<file path="src/rtl/core/asl_pkg.sv">
// ----------------------------------------------------------------------------
// asl_pkg
// Types, token codes, character codes and keyword tables shared by the
// assembly source lexer front end, token queue and token issue stage.
// ----------------------------------------------------------------------------
package asl_pkg;

   // Token kinds
   localparam logic [3:0] TK_EOF       = 4'd0;
   localparam logic [3:0] TK_INVALID   = 4'd1;
   localparam logic [3:0] TK_OPCODE    = 4'd2;
   localparam logic [3:0] TK_DIRECTIVE = 4'd3;
   localparam logic [3:0] TK_IDENT     = 4'd4;
   localparam logic [3:0] TK_NUMBER    = 4'd5;
   localparam logic [3:0] TK_COMMA     = 4'd6;
   localparam logic [3:0] TK_NEWLINE   = 4'd7;
   localparam logic [3:0] TK_COMMENT   = 4'd8;

   // Input item kinds
   localparam logic ITEM_BYTE = 1'b0;
   localparam logic ITEM_END  = 1'b1;

   // Character codes
   localparam logic [7:0] CH_TAB   = 8'h09;
   localparam logic [7:0] CH_LF    = 8'h0A;
   localparam logic [7:0] CH_CR    = 8'h0D;
   localparam logic [7:0] CH_SPACE = 8'h20;
   localparam logic [7:0] CH_COMMA = 8'h2C;
   localparam logic [7:0] CH_MINUS = 8'h2D;
   localparam logic [7:0] CH_SLASH = 8'h2F;
   localparam logic [7:0] CH_0     = 8'h30;
   localparam logic [7:0] CH_9     = 8'h39;
   localparam logic [7:0] CH_UA    = 8'h41;
   localparam logic [7:0] CH_UF    = 8'h46;
   localparam logic [7:0] CH_LA    = 8'h61;
   localparam logic [7:0] CH_LF_HEX = 8'h66;
   localparam logic [7:0] CH_LZ    = 8'h7A;
   localparam logic [7:0] CASE_GAP = 8'h20;

   // Keyword buffer geometry
   localparam int KEYWORD_CHARS = 8;
   localparam int KW_IDX_BITS   = 3;
   localparam int KW_BITS       = 8 * KEYWORD_CHARS;
   localparam logic [3:0] WLEN_LONG = 4'hF;

   // Keyword tables, text right-justified (first char is the highest byte used)
   localparam int OP_COUNT  = 13;
   localparam int DIR_COUNT = 3;

   localparam logic [KW_BITS-1:0] OP_TEXT [OP_COUNT] = '{
      KW_BITS'("LOAD"), KW_BITS'("STORE"), KW_BITS'("ADD"), KW_BITS'("SUBT"),
      KW_BITS'("INPUT"), KW_BITS'("OUTPUT"), KW_BITS'("HALT"),
      KW_BITS'("SKIPCOND"), KW_BITS'("JUMP"), KW_BITS'("JNS"),
      KW_BITS'("CLEAR"), KW_BITS'("ADDI"), KW_BITS'("JUMPI")
   };
   localparam logic [3:0] OP_LEN [OP_COUNT] = '{
      4'd4, 4'd5, 4'd3, 4'd4, 4'd5, 4'd6, 4'd4, 4'd8, 4'd4, 4'd3, 4'd5, 4'd4, 4'd5
   };
   localparam logic [3:0] OP_VAL [OP_COUNT] = '{
      4'h1, 4'h2, 4'h3, 4'h4, 4'h5, 4'h6, 4'h7, 4'h8, 4'h9, 4'h0, 4'hA, 4'hB, 4'hC
   };

   localparam logic [KW_BITS-1:0] DIR_TEXT [DIR_COUNT] = '{
      KW_BITS'("ORG"), KW_BITS'("DEC"), KW_BITS'("HEX")
   };
   localparam logic [3:0] DIR_LEN [DIR_COUNT] = '{4'd3, 4'd3, 4'd3};
   localparam logic [3:0] DIR_VAL [DIR_COUNT] = '{4'd1, 4'd2, 4'd3};

   // Token queue geometry
   localparam int QUEUE_DEPTH    = 4;
   localparam int QUEUE_PTR_BITS = 2;
   localparam int QUEUE_CNT_BITS = 3;

   // Keyword lookup result
   typedef struct packed {
      logic       is_op;
      logic       is_dir;
      logic [3:0] value;
   } kw_type;

   // Tokens caused by one input item: an optional word or comment token,
   // then an optional newline, comma or eof token, all on one line
   typedef struct packed {
      logic        head_valid;
      logic [3:0]  head_kind;
      logic [3:0]  head_value;
      logic [15:0] head_offset;
      logic [15:0] head_length;
      logic        tail_valid;
      logic [3:0]  tail_kind;
      logic [15:0] tail_offset;
      logic [15:0] line;
      logic [15:0] line_start;
   } job_type;

   typedef struct packed {
      logic    push;
      job_type job;
   } push_type;

   typedef struct packed {
      logic full;
      logic empty;
   } queue_status_type;

   function automatic logic is_hex(input logic [7:0] b);
      return (b >= CH_0 && b <= CH_9) || (b >= CH_LA && b <= CH_LF_HEX) ||
             (b >= CH_UA && b <= CH_UF);
   endfunction

   function automatic logic is_lead_digit(input logic [7:0] b);
      return (b == CH_MINUS) || (b >= CH_0 && b <= CH_9);
   endfunction

   function automatic logic text_eq(input logic [KW_BITS-1:0] kbuf,
                                    input logic [3:0] wlen,
                                    input logic [KW_BITS-1:0] text,
                                    input logic [3:0] tlen);
      logic eq;
      eq = (wlen == tlen);
      for (int i = 0; i < KEYWORD_CHARS; i++) begin
         if (i < int'(tlen)) begin
            if (kbuf[8*i +: 8] != text[8*(int'(tlen) - 1 - i) +: 8]) begin
               eq = 1'b0;
            end
         end
      end
      return eq;
   endfunction

   function automatic kw_type classify(input logic [KW_BITS-1:0] kbuf,
                                       input logic [3:0] wlen);
      kw_type r;
      r = '0;
      for (int k = 0; k < DIR_COUNT; k++) begin
         if (text_eq(kbuf, wlen, DIR_TEXT[k], DIR_LEN[k])) begin
            r.is_dir = 1'b1;
            r.value  = DIR_VAL[k];
         end
      end
      // opcodes take priority over directives
      for (int k = 0; k < OP_COUNT; k++) begin
         if (text_eq(kbuf, wlen, OP_TEXT[k], OP_LEN[k])) begin
            r.is_op  = 1'b1;
            r.value  = OP_VAL[k];
         end
      end
      return r;
   endfunction

endpackage

</file>
<file path="src/rtl/core/asl_front.sv">
// ----------------------------------------------------------------------------
// asl_front
// Accepts source bytes and end of input, tracks word, comment and line
// state, classifies finished words and pushes the tokens of each item.
// ----------------------------------------------------------------------------
module asl_front import asl_pkg::*; #(
   parameter int POSITION_BITS = 16
) (
   input  logic             clock,
   input  logic             reset,
   input  logic             req_valid,
   output logic             req_stall,
   input  logic             req_kind,
   input  logic [7:0]       req_source_byte,
   output push_type         push_out,
   input  queue_status_type q_status
);

   localparam logic [POSITION_BITS-1:0] POS_MAX = '1;

   logic [POSITION_BITS-1:0] pos_ff, pos_in;
   logic [POSITION_BITS-1:0] line_ff, line_in;
   logic [POSITION_BITS-1:0] lstart_ff, lstart_in;
   logic                     in_word_ff, in_word_in;
   logic [POSITION_BITS-1:0] wstart_ff, wstart_in;
   logic [POSITION_BITS-1:0] wlen_ff, wlen_in;
   logic                     num_ok_ff, num_ok_in;
   logic                     in_cmt_ff, in_cmt_in;
   logic [POSITION_BITS-1:0] cstart_ff, cstart_in;
   logic                     halted_ff, halted_in;
   logic [7:0]               kbuf_ff [KEYWORD_CHARS];

   logic                     accept;
   logic [KW_BITS-1:0]       kbuf_flat;
   logic [3:0]               wlen_code;
   kw_type                   kw;
   logic [3:0]               word_kind;
   logic                     word_bad;
   logic                     is_sep;
   logic [7:0]               up_byte;
   logic [POSITION_BITS-1:0] wr_len;
   logic                     kbuf_we;
   logic [POSITION_BITS-1:0] cmt_len;
   job_type                  job;

   function automatic logic [POSITION_BITS-1:0] sat_inc(
      input logic [POSITION_BITS-1:0] x);
      return (x != POS_MAX) ? x + POSITION_BITS'(1) : x;
   endfunction

   function automatic logic [15:0] clip16(input logic [POSITION_BITS-1:0] x);
      return (x > POSITION_BITS'(16'hFFFF)) ? 16'hFFFF : 16'(x);
   endfunction

   assign req_stall = q_status.full;
   assign accept    = req_valid && !q_status.full;

   // Classify the open word from the keyword buffer
   always_comb begin
      for (int i = 0; i < KEYWORD_CHARS; i++) begin
         kbuf_flat[8*i +: 8] = kbuf_ff[i];
      end
   end

   assign wlen_code = (wlen_ff <= POSITION_BITS'(KEYWORD_CHARS)) ? wlen_ff[3:0] : WLEN_LONG;
   assign kw        = classify(kbuf_flat, wlen_code);

   always_comb begin
      word_bad = 1'b0;
      if (kw.is_op) begin
         word_kind = TK_OPCODE;
      end else if (kw.is_dir) begin
         word_kind = TK_DIRECTIVE;
      end else if (is_lead_digit(kbuf_ff[0])) begin
         word_kind = num_ok_ff ? TK_NUMBER : TK_INVALID;
         word_bad  = !num_ok_ff;
      end else begin
         word_kind = TK_IDENT;
      end
   end

   assign is_sep = (req_source_byte == CH_SPACE) || (req_source_byte == CH_TAB) ||
                   (req_source_byte == CH_CR) || (req_source_byte == CH_LF) ||
                   (req_source_byte == CH_COMMA) || (req_source_byte == CH_SLASH);
   assign up_byte = (req_source_byte >= CH_LA && req_source_byte <= CH_LZ) ?
                    req_source_byte - CASE_GAP : req_source_byte;
   assign wr_len  = in_word_ff ? wlen_ff : '0;
   assign cmt_len = sat_inc(pos_ff - cstart_ff);

   // Step the lexer state and build the job for this item
   always_comb begin
      pos_in     = pos_ff;
      line_in    = line_ff;
      lstart_in  = lstart_ff;
      in_word_in = in_word_ff;
      wstart_in  = wstart_ff;
      wlen_in    = wlen_ff;
      num_ok_in  = num_ok_ff;
      in_cmt_in  = in_cmt_ff;
      cstart_in  = cstart_ff;
      halted_in  = halted_ff;
      kbuf_we    = 1'b0;

      job             = '0;
      job.line        = clip16(line_ff);
      job.line_start  = clip16(lstart_ff);
      job.tail_offset = clip16(pos_ff);

      if (in_cmt_ff) begin
         job.head_kind   = TK_COMMENT;
         job.head_offset = clip16(cstart_ff);
         job.head_length = clip16(cmt_len);
      end else begin
         job.head_kind   = word_kind;
         job.head_value  = (kw.is_op || kw.is_dir) ? kw.value : 4'd0;
         job.head_offset = clip16(wstart_ff);
         job.head_length = clip16(wlen_ff);
      end

      if (halted_ff) begin
         // drop everything until reset
      end else if (req_kind == ITEM_END) begin
         halted_in  = 1'b1;
         in_cmt_in  = 1'b0;
         in_word_in = 1'b0;
         job.head_valid = in_cmt_ff || in_word_ff;
         if (!(in_word_ff && word_bad)) begin
            job.tail_valid = 1'b1;
            job.tail_kind  = TK_EOF;
         end
      end else if (in_cmt_ff) begin
         if (req_source_byte == CH_LF) begin
            job.head_valid = 1'b1;
            job.tail_valid = 1'b1;
            job.tail_kind  = TK_NEWLINE;
            in_cmt_in      = 1'b0;
            line_in        = sat_inc(line_ff);
            lstart_in      = sat_inc(pos_ff);
         end
         pos_in = sat_inc(pos_ff);
      end else if (is_sep) begin
         if (in_word_ff) begin
            job.head_valid = 1'b1;
            in_word_in     = 1'b0;
         end
         if (in_word_ff && word_bad) begin
            halted_in = 1'b1;
         end else begin
            if (req_source_byte == CH_LF) begin
               job.tail_valid = 1'b1;
               job.tail_kind  = TK_NEWLINE;
               line_in        = sat_inc(line_ff);
               lstart_in      = sat_inc(pos_ff);
            end else if (req_source_byte == CH_COMMA) begin
               job.tail_valid = 1'b1;
               job.tail_kind  = TK_COMMA;
            end else if (req_source_byte == CH_SLASH) begin
               in_cmt_in = 1'b1;
               cstart_in = pos_ff;
            end
            pos_in = sat_inc(pos_ff);
         end
      end else begin
         if (!in_word_ff) begin
            in_word_in = 1'b1;
            wstart_in  = pos_ff;
            num_ok_in  = is_lead_digit(req_source_byte);
         end else begin
            num_ok_in  = num_ok_ff && is_hex(req_source_byte);
         end
         kbuf_we = (wr_len < POSITION_BITS'(KEYWORD_CHARS));
         wlen_in = sat_inc(wr_len);
         pos_in  = sat_inc(pos_ff);
      end
   end

   assign push_out.push = accept && (job.head_valid || job.tail_valid);
   assign push_out.job  = job;

   // Hold lexer state
   always_ff @(posedge clock) begin
      if (reset) begin
         pos_ff     <= '0;
         line_ff    <= POSITION_BITS'(1);
         lstart_ff  <= '0;
         in_word_ff <= 1'b0;
         wstart_ff  <= '0;
         wlen_ff    <= '0;
         num_ok_ff  <= 1'b0;
         in_cmt_ff  <= 1'b0;
         cstart_ff  <= '0;
         halted_ff  <= 1'b0;
      end else if (accept) begin
         pos_ff     <= pos_in;
         line_ff    <= line_in;
         lstart_ff  <= lstart_in;
         in_word_ff <= in_word_in;
         wstart_ff  <= wstart_in;
         wlen_ff    <= wlen_in;
         num_ok_ff  <= num_ok_in;
         in_cmt_ff  <= in_cmt_in;
         cstart_ff  <= cstart_in;
         halted_ff  <= halted_in;
      end
   end

   // Write the upper-cased byte into the keyword buffer
   always_ff @(posedge clock) begin
      if (accept && kbuf_we) begin
         kbuf_ff[wr_len[KW_IDX_BITS-1:0]] <= up_byte;
      end
   end

endmodule

</file>
<file path="src/rtl/core/asl_queue.sv">
// ----------------------------------------------------------------------------
// asl_queue
// Short first-in first-out queue of token jobs between the front end and
// the token issue stage.
// ----------------------------------------------------------------------------
module asl_queue import asl_pkg::*; (
   input  logic             clock,
   input  logic             reset,
   input  push_type         push_in,
   input  logic             pop,
   output queue_status_type q_status,
   output job_type          head_job
);

   job_type                   slot_ff [QUEUE_DEPTH];
   logic [QUEUE_PTR_BITS-1:0] wr_ptr_ff;
   logic [QUEUE_PTR_BITS-1:0] rd_ptr_ff;
   logic [QUEUE_CNT_BITS-1:0] count_ff, count_in;
   logic                      do_push;
   logic                      do_pop;

   assign q_status.full  = (count_ff == QUEUE_CNT_BITS'(QUEUE_DEPTH));
   assign q_status.empty = (count_ff == '0);
   assign do_push        = push_in.push && !q_status.full;
   assign do_pop         = pop && !q_status.empty;
   assign head_job       = slot_ff[rd_ptr_ff];

   always_comb begin
      count_in = count_ff;
      if (do_push && !do_pop) begin
         count_in = count_ff + QUEUE_CNT_BITS'(1);
      end else if (do_pop && !do_push) begin
         count_in = count_ff - QUEUE_CNT_BITS'(1);
      end
   end

   // Advance pointers and count
   always_ff @(posedge clock) begin
      if (reset) begin
         wr_ptr_ff <= '0;
         rd_ptr_ff <= '0;
         count_ff  <= '0;
      end else begin
         count_ff <= count_in;
         if (do_push) begin
            wr_ptr_ff <= wr_ptr_ff + QUEUE_PTR_BITS'(1);
         end
         if (do_pop) begin
            rd_ptr_ff <= rd_ptr_ff + QUEUE_PTR_BITS'(1);
         end
      end
   end

   // Store the pushed job
   always_ff @(posedge clock) begin
      if (do_push) begin
         slot_ff[wr_ptr_ff] <= push_in.job;
      end
   end

endmodule

</file>
<file path="src/rtl/core/asl_back.sv">
// ----------------------------------------------------------------------------
// asl_back
// Token issue stage: takes jobs from the queue and hands their tokens to
// the result channel one transfer at a time through an output register.
// ----------------------------------------------------------------------------
module asl_back import asl_pkg::*; (
   input  logic             clock,
   input  logic             reset,
   input  queue_status_type q_status,
   input  job_type          head_job,
   output logic             pop,
   output logic             rsp_valid,
   input  logic             rsp_stall,
   output logic [3:0]       rsp_token_kind,
   output logic [15:0]      rsp_token_offset,
   output logic [15:0]      rsp_token_length,
   output logic [15:0]      rsp_token_line,
   output logic [15:0]      rsp_token_line_start,
   output logic [3:0]       rsp_token_value,
   output logic             rsp_last_of_run
);

   logic        valid_ff;
   logic        tail_phase_ff, tail_phase_in;
   logic [3:0]  kind_ff, kind_in;
   logic [15:0] offset_ff, offset_in;
   logic [15:0] length_ff, length_in;
   logic [15:0] line_ff;
   logic [15:0] lstart_ff;
   logic [3:0]  value_ff, value_in;
   logic        last_ff, last_in;
   logic        load;
   logic        issue;
   logic        use_head;

   assign load     = !valid_ff || !rsp_stall;
   assign issue    = load && !q_status.empty;
   assign use_head = head_job.head_valid && !tail_phase_ff;

   // Pick the next token of the job at the queue head
   always_comb begin
      tail_phase_in = tail_phase_ff;
      pop           = 1'b0;
      if (use_head) begin
         kind_in   = head_job.head_kind;
         offset_in = head_job.head_offset;
         length_in = head_job.head_length;
         value_in  = head_job.head_value;
         last_in   = !head_job.tail_valid;
      end else begin
         kind_in   = head_job.tail_kind;
         offset_in = head_job.tail_offset;
         length_in = (head_job.tail_kind == TK_EOF) ? 16'd0 : 16'd1;
         value_in  = 4'd0;
         last_in   = 1'b1;
      end
      if (issue) begin
         if (use_head && head_job.tail_valid) begin
            tail_phase_in = 1'b1;
         end else begin
            tail_phase_in = 1'b0;
            pop           = 1'b1;
         end
      end
   end

   // Hold the output register until the transfer completes
   always_ff @(posedge clock) begin
      if (reset) begin
         valid_ff      <= 1'b0;
         tail_phase_ff <= 1'b0;
      end else begin
         tail_phase_ff <= tail_phase_in;
         if (load) begin
            valid_ff <= !q_status.empty;
         end
      end
   end

   always_ff @(posedge clock) begin
      if (issue) begin
         kind_ff   <= kind_in;
         offset_ff <= offset_in;
         length_ff <= length_in;
         line_ff   <= head_job.line;
         lstart_ff <= head_job.line_start;
         value_ff  <= value_in;
         last_ff   <= last_in;
      end
   end

   assign rsp_valid            = valid_ff;
   assign rsp_token_kind       = kind_ff;
   assign rsp_token_offset     = offset_ff;
   assign rsp_token_length     = length_ff;
   assign rsp_token_line       = line_ff;
   assign rsp_token_line_start = lstart_ff;
   assign rsp_token_value      = value_ff;
   assign rsp_last_of_run      = last_ff;

endmodule

</file>
<file path="src/rtl/core/assembly_source_lexer.sv">
// ----------------------------------------------------------------------------
// assembly_source_lexer
// Lexes assembly source, one byte per transfer, into opcode, directive,
// identifier, number, comma, newline, comment, invalid and eof tokens.
// ----------------------------------------------------------------------------
//  channel  direction  handshake            payload
//  req      in         req_valid/req_stall  kind, source_byte
//  rsp      out        rsp_valid/rsp_stall  token_kind .. last_of_run
//
//  One byte is taken per cycle while the four-entry token queue has room.
//  Tokens leave rsp one at a time, at most two per item, so one item per
//  cycle is sustained while items average one token or less and rsp does
//  not stall. An item's first token passes the queue and the output register
//  before it is valid on rsp. Reset clears lexer and queue control state;
//  no clearing pass. A stall on rsp fills the queue, then raises req_stall.
// ----------------------------------------------------------------------------
module assembly_source_lexer import asl_pkg::*; #(
   parameter int POSITION_BITS = 16
) (
   input  logic        clock,
   input  logic        reset,
   input  logic        req_valid,
   output logic        req_stall,
   input  logic        req_kind,
   input  logic [7:0]  req_source_byte,
   output logic        rsp_valid,
   input  logic        rsp_stall,
   output logic [3:0]  rsp_token_kind,
   output logic [15:0] rsp_token_offset,
   output logic [15:0] rsp_token_length,
   output logic [15:0] rsp_token_line,
   output logic [15:0] rsp_token_line_start,
   output logic [3:0]  rsp_token_value,
   output logic        rsp_last_of_run
);

   push_type         push;
   queue_status_type q_status;
   job_type          head_job;
   logic             pop;

   asl_front #(
      .POSITION_BITS(POSITION_BITS)
   ) u_front (
      .clock           (clock),
      .reset           (reset),
      .req_valid       (req_valid),
      .req_stall       (req_stall),
      .req_kind        (req_kind),
      .req_source_byte (req_source_byte),
      .push_out        (push),
      .q_status        (q_status)
   );

   asl_queue u_queue (
      .clock    (clock),
      .reset    (reset),
      .push_in  (push),
      .pop      (pop),
      .q_status (q_status),
      .head_job (head_job)
   );

   asl_back u_back (
      .clock                (clock),
      .reset                (reset),
      .q_status             (q_status),
      .head_job             (head_job),
      .pop                  (pop),
      .rsp_valid            (rsp_valid),
      .rsp_stall            (rsp_stall),
      .rsp_token_kind       (rsp_token_kind),
      .rsp_token_offset     (rsp_token_offset),
      .rsp_token_length     (rsp_token_length),
      .rsp_token_line       (rsp_token_line),
      .rsp_token_line_start (rsp_token_line_start),
      .rsp_token_value      (rsp_token_value),
      .rsp_last_of_run      (rsp_last_of_run)
   );

endmodule

</file>
<file path="config.mk">
export PLATFORM = sky130hd
export DESIGN_NAME = assembly_source_lexer
export DESIGN_NICKNAME = d
export VERILOG_FILES = /design/src/rtl/core/asl_pkg.sv /design/src/rtl/core/asl_front.sv /design/src/rtl/core/asl_queue.sv /design/src/rtl/core/asl_back.sv /design/src/rtl/core/assembly_source_lexer.sv
export SDC_FILE = /design/constraint.sdc
export NUM_CORES = 1
export LEC_CHECK = 0
export BUFFER_PORTS_ARGS = -buffer_cell sky130_fd_sc_hd__buf_4
export CAP_MARGIN = 20
export CORE_ASPECT_RATIO = 2
export CORE_MARGIN = 10
export CORE_UTILIZATION = 30
export CTS_BUF_LIST = sky130_fd_sc_hd__clkbuf_4
export DETAILED_ROUTE_END_ITERATION = 12
export SLEW_MARGIN = 20
export SYNTH_ARGS = -nofsm -noshare
export SYNTH_HDL_FRONTEND = slang
export SYNTH_SLANG_ARGS = --single-unit
export TNS_END_PERCENT = 5
</file>
<file path="constraint.sdc">
create_clock -name clock -period 7 [get_ports clock]
set_input_delay 0.35 -clock clock [delete_from_list [all_inputs] [get_ports clock]]
set_output_delay 0.35 -clock clock [all_outputs]
set_load 0.02 [all_outputs]
</file>
==> flow_summary.toml, run 1 <==
[cts]
post_cts_resize_count = 0
clk_latency_ps = 940
cts_tree = "built"
root_buffer = "clkbuf_4"
clk_pin_slew_worst_paths_ps = 80
numCtsBuffers = 139
ctsHtreeMaxLevel = 4
clk_path_buf_depth = 3
cts_num_sinks = 616

[logic_synthesis]
ys_types = 90
synth_edf_count = 505
synth_area_sq_um = 25740
yosys.area_share.simple_pct = 11.29
synth_mux_area_share_pct = 10.92
synth_top_family_by_area = "simple AND/OR/NAND/NOR gates"
synth-seq-area-share_pct = 67.54
ys_seq_elements = 616
yosys.area_share.adder_pct = 1.468
synth_ff_type = "edfxtp_1"
synth_compound_area_share_pct = 4.583
synth_warnings = 0
syn_nets = 1762
synthCells = 1720
synth_async_sr_flop_share_pct = 0
synth-xor-area-share_pct = 2.314
avgSynthCellArea_sq_um = 14.97

[placed_design]
portBuffers = 87
dp_hpwl_microns = 41560
dpl_cell_area_sq_um = 27650
place_congestion = 0.8959

[die]
io_pins = 88
die_y_microns = 434.3
coreArea_sq_um = 85020
die_area_sq_um = 98630
die_width_microns = 227.1
start_util_pct = 30.28
rows = 151

[drt]
drc = 0
wirelength_microns = 63250
dr_total_vias = 15250
drtPass1Iterations = 5
initialDrtViolationCount = 862
ant_nets = 0
routed_via_density = 4.924
wl_per_cell_microns = 20.43

[layout]
mostFrequentLayoutCell = "edfxtp_1"
layout_common_cells = "edfxtp_1, clkbuf_4, nor2_1"
area_growth_pct = 15.87
fin_nets = 1950
final_area_sq_um = 29830
layout-drive-gt1-share_pct = 25.20

[global_route]
grt_pass1_vias = 16260
grt.overflow.total = 0
track_usage_pct = 12.85
grt_first_pass_wirelength_microns = 96140
grt_start_max_net_pins = 101
antenna_found_initial = 1

[power]
peakVddDrop_mv = 0.2780
powerDensity_nw_per_um2 = 331.6
p_leak_nw = 10.36

[run_status]
status = "complete, no violations"

[sta]
min_period_over_period_pct = 61.80
finalSetupTns_ps = 0
rsz0062_at_grt = "false"
slew_headroom_pct = 27.13
slew_violations = 0
fmaxAchievable_mhz = 231.2
tightest_slew_ps = 1093
period_minus_slack_ps = 4326
finClkSkew_ps = 56.93
setup_violations = 0
hold_viol_final = 0

[critical_path]
start_kind = "flop"
critical_path_class = "reg -> reg"
end_kind = "flop"
required_ps = 7670
arrival_ps = 4990
crit_fanout = 12

[run]
maxCapViolations = 0

[worst_hold_path]
hold_class = "in -> reg"
==> registers in the layout, summed over array words and instances (netlist names), 2 cells and up, named ones only <==
| register | flops |
|---|---|
| u_back.rsp_token_kind | 4 |
| u_back.rsp_token_length | 16 |
| u_back.rsp_token_line | 16 |
| u_back.rsp_token_line_start | 16 |
| u_back.rsp_token_offset | 16 |
| u_back.rsp_token_value | 4 |
| u_front.cstart_ff | 16 |
| u_front.kbuf_ff | 64 |
| u_front.line_ff | 16 |
| u_front.lstart_ff | 16 |
| u_front.pos_ff | 16 |
| u_front.wlen_ff | 16 |
| u_front.wstart_ff | 16 |
| u_queue.count_ff | 3 |
| u_queue.rd_ptr_ff | 2 |
| u_queue.slot_ff | 368 |
| u_queue.wr_ptr_ff | 2 |
==> power breakdown <==
group | internal, W | switching (W) | total, W
Combinational | 0.000905 | 0.00126 | 0.00217
Sequential | 0.00444 | 0.000158 | 0.00460
Clock | 0.00168 | 0.00144 | 0.00313
==> kinds of logic after synthesis <==
family,count (synthesis)
buffers and inverters,125
AO/OA/AOI/OAI,181
adder cells (fa/ha/maj),29
XOR/XNOR,68
flip-flops,616
AND/OR/NAND/NOR,540
multiplexers,161
==> metrics by stage <==
stage / std cells / total power [W] / utilization (%) / setup WS (ps) / hold WS (ps)
floorplan: 1720 / 0.006055 / - / 1098 / 441.4
global placement: 2823 / 0.006873 / 32.52 / 2583 / 453.9
finish: 3096 / 0.009892 / 35.08 / 2674 / 106.8
CTS: 3094 / 0.01009 / 35.04 / 2670 / 18.68
global route: 3096 / 0.01038 / 35.08 / 2367 / 65.84
detailed placement: 2823 / 0.006923 / 32.52 / 2393 / 462.3
==> path summary, 6_finish.rpt <==
check                                           from                     end  slack [ps]  cells after the start
worst max-delay path               u_front.pos_ff[0]  u_queue.slot_ff[1][63]        2670                     13
worst min-delay path              req_source_byte[7]   u_front.kbuf_ff[6][7]         110                      2
worst min register to register  u_front.cstart_ff[4]    u_front.cstart_ff[4]         460                      2
worst max register to register     u_front.pos_ff[0]  u_queue.slot_ff[1][63]        2670                     13
==> per-layer routing <==
layer | track usage [%] | share of wire [%] | vias up
met5 | 0 | 0 | -
met4 | 6.468 | 3.7 | 0
met3 | 2.389 | 4.0 | 145
met2 | 24.82 | 57 | 401
met1 | 12.65 | 35 | 7636
li1 | - | - | 7063
==> synthesized netlist by cell type, drive strengths merged, types with 25 or more instances <==
cell type	n	area [sq um]
edfxtp	505	15160
nor2	133	499.2
nand2	121	461.7
dfxtp	111	2222
mux4	92	2072
a21oi	85	425.4
clkbuf	53	198.9
inv	49	183.9
nand3	42	210.2
xnor2	40	350.3
mux2	39	439.2
nor3	34	190.2
nor2b	33	206.5
mux2i	30	300.3
xor2	28	245.2
ha	27	337.8
nor4	27	205.2
o21ai	26	141.4
nand4	25	162.6
==> layout make-up <==
type	instances	area (sq um)
well taps	1071	1340
repair buffers	122	978.4
flip-flops and latches	616	17400
fillers	8258	55190
diodes	1	2.502
clock inverters	54	479.2
multi-input cells	979	7921
clock buffers	203	1524
inverters	50	187.7
==> worst max-delay path, stage by stage, from the launching register on <==
cell,delay [ps]
dfxtp_1,410
inv_1,130
ha_1,180
inv_1,60
fa_1,450
a211oi_2,450
o21ai_4,100
xnor2_1,260
nor4_4,400
nand4_2,220
nor4_4,620
a211oi_1,220
xnor2_1,170
a21oi_1,400
==> repair_timing <==
action / 4_1_cts / 5_1_grt
hold buffers: 14 / 0
setup buffers: 0 / 0
endpoints found under the setup margin: 0 / 0
endpoints found under the hold margin: 71 / 0
No activity file was read; power rests on OpenSTA's default activity.
==> inputs of run 2 (changes only) <==
Clock period 7 ns to 4.4 ns, I/O delays scaled along.
==> run 2 against run 1 <==
- clock-buffer cell count up 1
- non-clock buffer count up 32
- critical endpoint is now u_queue.count_ff[2]
- sequential power up 59%
- wire length about the same
- clock power up 55%
- clock skew up 12 ps
- critical path type is now in -> reg
- global-route usage up 0.11 points
- utilization up 0.30 points
==> flow_summary.toml, run 2 (synthesis results as in run 1) <==
[run_status]
status = "complete, no violations"

[critical_path]
worstRegToRegCells = 14
r2r_slack_ps = 410
path_delay_family = "simple AND/OR/NAND/NOR gates"
critical_path_class = "in -> reg"
cp.depth = 17
end_kind = "flop"
crit_fanout = 5
arrival_ps = 4890
critPathMaxStageDelay_ps = 670
start_kind = "primary input"
crit_slowest_cell = "dlygate4sd3_1"
critPathBufInv = 5
worstPathCellList = "dlygate4sd3_1 -> buf_4 -> nor3_1 -> dlygate4sd3_1 -> nand2_1 -> or4_1 -> nand2_1 -> a21oi_1 -> nor3_1 -> o21ai_1 -> inv_2 -> ha_1 -> inv_1 -> fa_1 -> xor2_1 -> or3_1 -> a21oi_1"
required_ps = 5230

[cts]
clk_latency_ps = 950
root_buffer = "clkbuf_4"
numCtsBuffers = 140
cts_num_sinks = 616
clk_path_buf_depth = 3
cts_tree = "built"
clk_pin_slew_worst_paths_ps = 80
ctsHtreeMaxLevel = 4
post_cts_resize_count = 0

[global_route]
grt_pass1_vias = 16460
grt_first_pass_wirelength_microns = 97240
busiest_layer = "met2"
grt.overflow.total = 0
track_usage_pct = 12.96
use_met3_pct = 2.490
antenna_found_initial = 2
grt_start_max_net_pins = 73
met1_usage_pct = 12.90
use_met2_pct = 24.68

[placed_design]
place_congestion = 0.8786
dp_cells = 2852
dp_hpwl_microns = 42860
portBuffers = 87

[sta]
whs_ps = 185.2
period_minus_slack_ps = 4065
tightest_slew_ps = 895.8
slew_headroom_pct = 40.28
fmaxAchievable_mhz = 246.0
finClkSkew_ps = 69.27
rsz0062_at_grt = "false"
setup_violations = 0
hold_viol_final = 0
min_period_over_period_pct = 92.38
slew_violations = 0

[die]
start_util_pct = 30.28
die_area_sq_um = 98630
coreArea_sq_um = 85020
die_y_microns = 434.3
die_width_microns = 227.1
io_pins = 88
rows = 151

[power]
p_switching_w = 0.004544
swShare_pct = 29.16
comb_power_share_pct = 22.1
clkPwrFrac_pct = 31.1
peakVddDrop_mv = 0.2665
powerDensity_nw_per_um2 = 517.9
pwr-share-seq_pct = 46.9
internal-power_w = 0.01104
p_leak_nw = 10.51

[drt]
routed_via_density = 4.905
wirelength_microns = 63280
wl_per_cell_microns = 20.22
ant_nets = 0
drc = 0
drtPass1Iterations = 6
initialDrtViolationCount = 887
dr_total_vias = 15350

[worst_hold_path]
hold_depth = 2
hold_class = "in -> reg"

[layout]
fin_nets = 1983
top_register = "u_queue.slot_ff"
layout-drive-gt1-share_pct = 26.11
stdcell_count = 3130
area_growth_pct = 16.85
fin_util_pct = 35.38
fillCellCount = 8197
layout_common_cells = "edfxtp_1, clkbuf_4, nor2_1"
mostFrequentLayoutCell = "edfxtp_1"
largest_reg_flops = 368

[run]
maxCapViolations = 0
## run 2: timing repair
action                                 4_1_cts  5_1_grt
buffers inserted                             0        0
hold buffers                                18        0
endpoints found under the hold margin      183        0
## run 2: layer usage
metal	routed length [microns]	vias to the layer above
li1	-	7134
met1	22500	7681
met2	35720	396
met3	2545	143
met4	2506	0
met5	0	-
## run 2: power groups by stage
stage	logic, W	clock network, W	registers (W)
after floorplan	0.00177	0	0.00783
final	0.00344	0.00484	0.00730
after global routing	0.00375	0.00531	0.00736
after CTS	0.00360	0.00502	0.00732
after detailed placement	0.00357	0	0.00745
after global placement	0.00354	0	0.00744
## run 2: final cells by class
| cell class | count | area (sq um) | share of cell area (%) |
|---|---|---|---|
| diodes | 2 | 5.005 | 0.01664 |
| clock buffers | 204 | 1531 | 5.091 |
| clock inverters | 54 | 421.7 | 1.402 |
| inverters | 50 | 187.7 | 0.6239 |
| multi-input cells | 979 | 7919 | 26.33 |
| flip-flops and latches | 616 | 17400 | 57.83 |
| well taps | 1071 | 1340 | 4.455 |
| repair buffers | 154 | 1280 | 4.255 |
## run 2: stage by stage
| step | total power [W] | setup slack, ps | area [sq um] | TNS (ps) |
|---|---|---|---|---|
| floorplan | 0.009600 | -151.4 | 25750 | -55730 |
| global placement | 0.01098 | 452.6 | 27940 | 0 |
| detailed placement | 0.01102 | 368.8 | 27940 | 0 |
| CTS | 0.01595 | 380.9 | 30070 | 0 |
| global route | 0.01642 | 70.35 | 30080 | 0 |
| finish | 0.01558 | 335.3 | 30080 | 0 |
## run 2: worst paths after layout
kind | start | to
max | req_source_byte[6] | u_queue.count_ff[2]
min | req_source_byte[3] | u_front.kbuf_ff[5][3]
max reg2reg | u_front.pos_ff[0] | u_queue.slot_ff[0][62]
min reg2reg | u_front.lstart_ff[6] | u_queue.slot_ff[2][6]
==> inputs of run 3 (changes only) <==
Settings changed: CORE_MARGIN 10 to unset, CORE_UTILIZATION 30 to 40.
==> run 3 against run 2 <==
- clock power shrank 5.0%
- register-to-register slack is essentially flat
- global-route usage grew 6.2 points
- largest cell class unchanged
- critical path type is now reg -> reg
- wire length shrank 3.3%
- largest power group unchanged
- final cell count shrank 9.1%
- power shrank 1.7%
- worst hold slack gained 16 ps
==> flow_summary.toml, run 3 (synthesis results as in run 1) <==
[run_status]
status = "complete, no violations"

[global_route]
track_usage_pct = 19.15
grt.overflow.total = 0
grt_first_pass_wirelength_microns = 93640
grt_pass1_vias = 16440
grt_start_max_net_pins = 92
antenna_found_initial = 1

[cts]
post_cts_resize_count = 0
numCtsBuffers = 138
post_cts.repair.setup_buffers = 0
clk_latency_ps = 900
cts_num_sinks = 616
clk_pin_slew_worst_paths_ps = 80
ctsHtreeMaxLevel = 4
clk_path_buf_depth = 3
ctsHoldBuffers = 18
root_buffer = "clkbuf_4"
cts_tree = "built"

[placed_design]
place_congestion = 0.8961
dp_hpwl_microns = 40840
dp_cells = 2576
portBuffers = 87
pre_cts_slack_ps = 473.6

[power]
powerDensity_nw_per_um2 = 516.2
peakVddDrop_mv = 0.4545
p_leak_nw = 10.46

[critical_path]
critical_path_class = "reg -> reg"
required_ps = 5030
arrival_ps = 4610
crit_fanout = 12
start_kind = "flop"
end_kind = "flop"

[die]
die_y_microns = 360.8
start_util_pct = 40.37
rows = 131
coreArea_sq_um = 63760
die_area_sq_um = 65430
io_pins = 88
die_width_microns = 181.4

[layout]
layout-drive-gt1-share_pct = 25.95
stdcell_count = 2845
mostFrequentLayoutCell = "edfxtp_1"
top_register = "u_queue.slot_ff"
area_growth_pct = 15.20
largest_reg_flops = 368
layout_common_cells = "edfxtp_1, clkbuf_4, nor2_1"
fin_nets = 1978

[run]
maxCapViolations = 0

[drt]
routed_via_density = 5.426
wirelength_microns = 61200
ant_nets = 0
drtPass1Iterations = 5
drc = 0
wl_per_cell_microns = 21.51
dr_total_vias = 15440
initialDrtViolationCount = 814

[sta]
finClkSkew_ps = 55.09
rsz0062_at_grt = "false"
setup_violations = 0
slew_violations = 0
min_period_over_period_pct = 90.38
hold_viol_final = 0
period_minus_slack_ps = 3977
timing.final.ws_setup_ps = 423.1
fmaxAchievable_mhz = 251.5
slew_headroom_pct = 35.42
tightest_slew_ps = 962.8

[worst_hold_path]
hold_class = "in -> reg"
[run 3: cell types whose count changed in the layout (fill, tap and decap cells not counted), sizes merged, moves of 2 or more]
cell    before  now
buf        136  133
bufinv       6    4
clkbuf     204  206
clkinv      42   32
[run 3: final timing paths]
path                                       startpoint  slack [ps]  cells past startpoint                     end
worst min-delay path               req_source_byte[3]         200                      2   u_front.kbuf_ff[2][3]
worst max-delay path                u_front.pos_ff[0]         420                     14  u_queue.slot_ff[0][59]
worst min register to register  u_front.cstart_ff[13]         480                      2   u_front.cstart_ff[13]
worst max register to register      u_front.pos_ff[0]         420                     14  u_queue.slot_ff[0][59]
[run 3: layout make-up]
cell class              instances  area [sq um]
flip-flops and latches        616         17400
diodes                          1         2.502
inverters                      50         187.7
well taps                     798         998.5
repair buffers                151          1291
multi-input cells             979          7919
fillers                      5677         34100
clock inverters                44         315.3
clock buffers                 206          1546
[run 3: power by group]
group / switching (W) / internal (W) / total, W
combinational: 0.00193 / 0.00146 / 0.00339
clock: 0.00220 / 0.00240 / 0.00460
sequential: 0.000259 / 0.00706 / 0.00732
[run 3: metrics by stage]
| stage | total power, W | cell area (sq um) | setup TNS, ps | hold slack (ps) | utilization (%) |
|---|---|---|---|---|---|
| 2_1_floorplan | 0.009600 | 25750 | -55730 | 318.9 | - |
| 3_3_place_gp | 0.01089 | 27610 | 0 | 455.0 | 43.31 |
| 3_5_place_dp | 0.01093 | 27610 | 0 | 463.8 | 43.31 |
| 4_1_cts | 0.01560 | 29650 | 0 | 88.83 | 46.51 |
| 5_1_grt | 0.01607 | 29660 | 0 | 152.5 | 46.51 |
| 6_report | 0.01531 | 29660 | 0 | 201.0 | 46.51 |
[run 3: routing by layer]
metal / part of all wire [%] / up-vias / GRT usage (%)
li1: - / 7119 / -
met1: 35 / 7777 / 19.05
met2: 58 / 416 / 37.53
met3: 3.7 / 124 / 3.602
met4: 3.4 / 0 / 8.691
met5: 0 / - / 0
[run 3: worst max-delay path: stages (launching register included)]
cell and delay (ps):
dfxtp_1 400, inv_1 150, ha_1 180, inv_1 60
fa_1 450, a211oi_2 470, o21ai_4 110, xnor2_1 260
nor4_4 430, nand4_2 220, nor4_4 180, buf_4 240
a211oi_1 110, xnor2_1 160, mux2_2 320
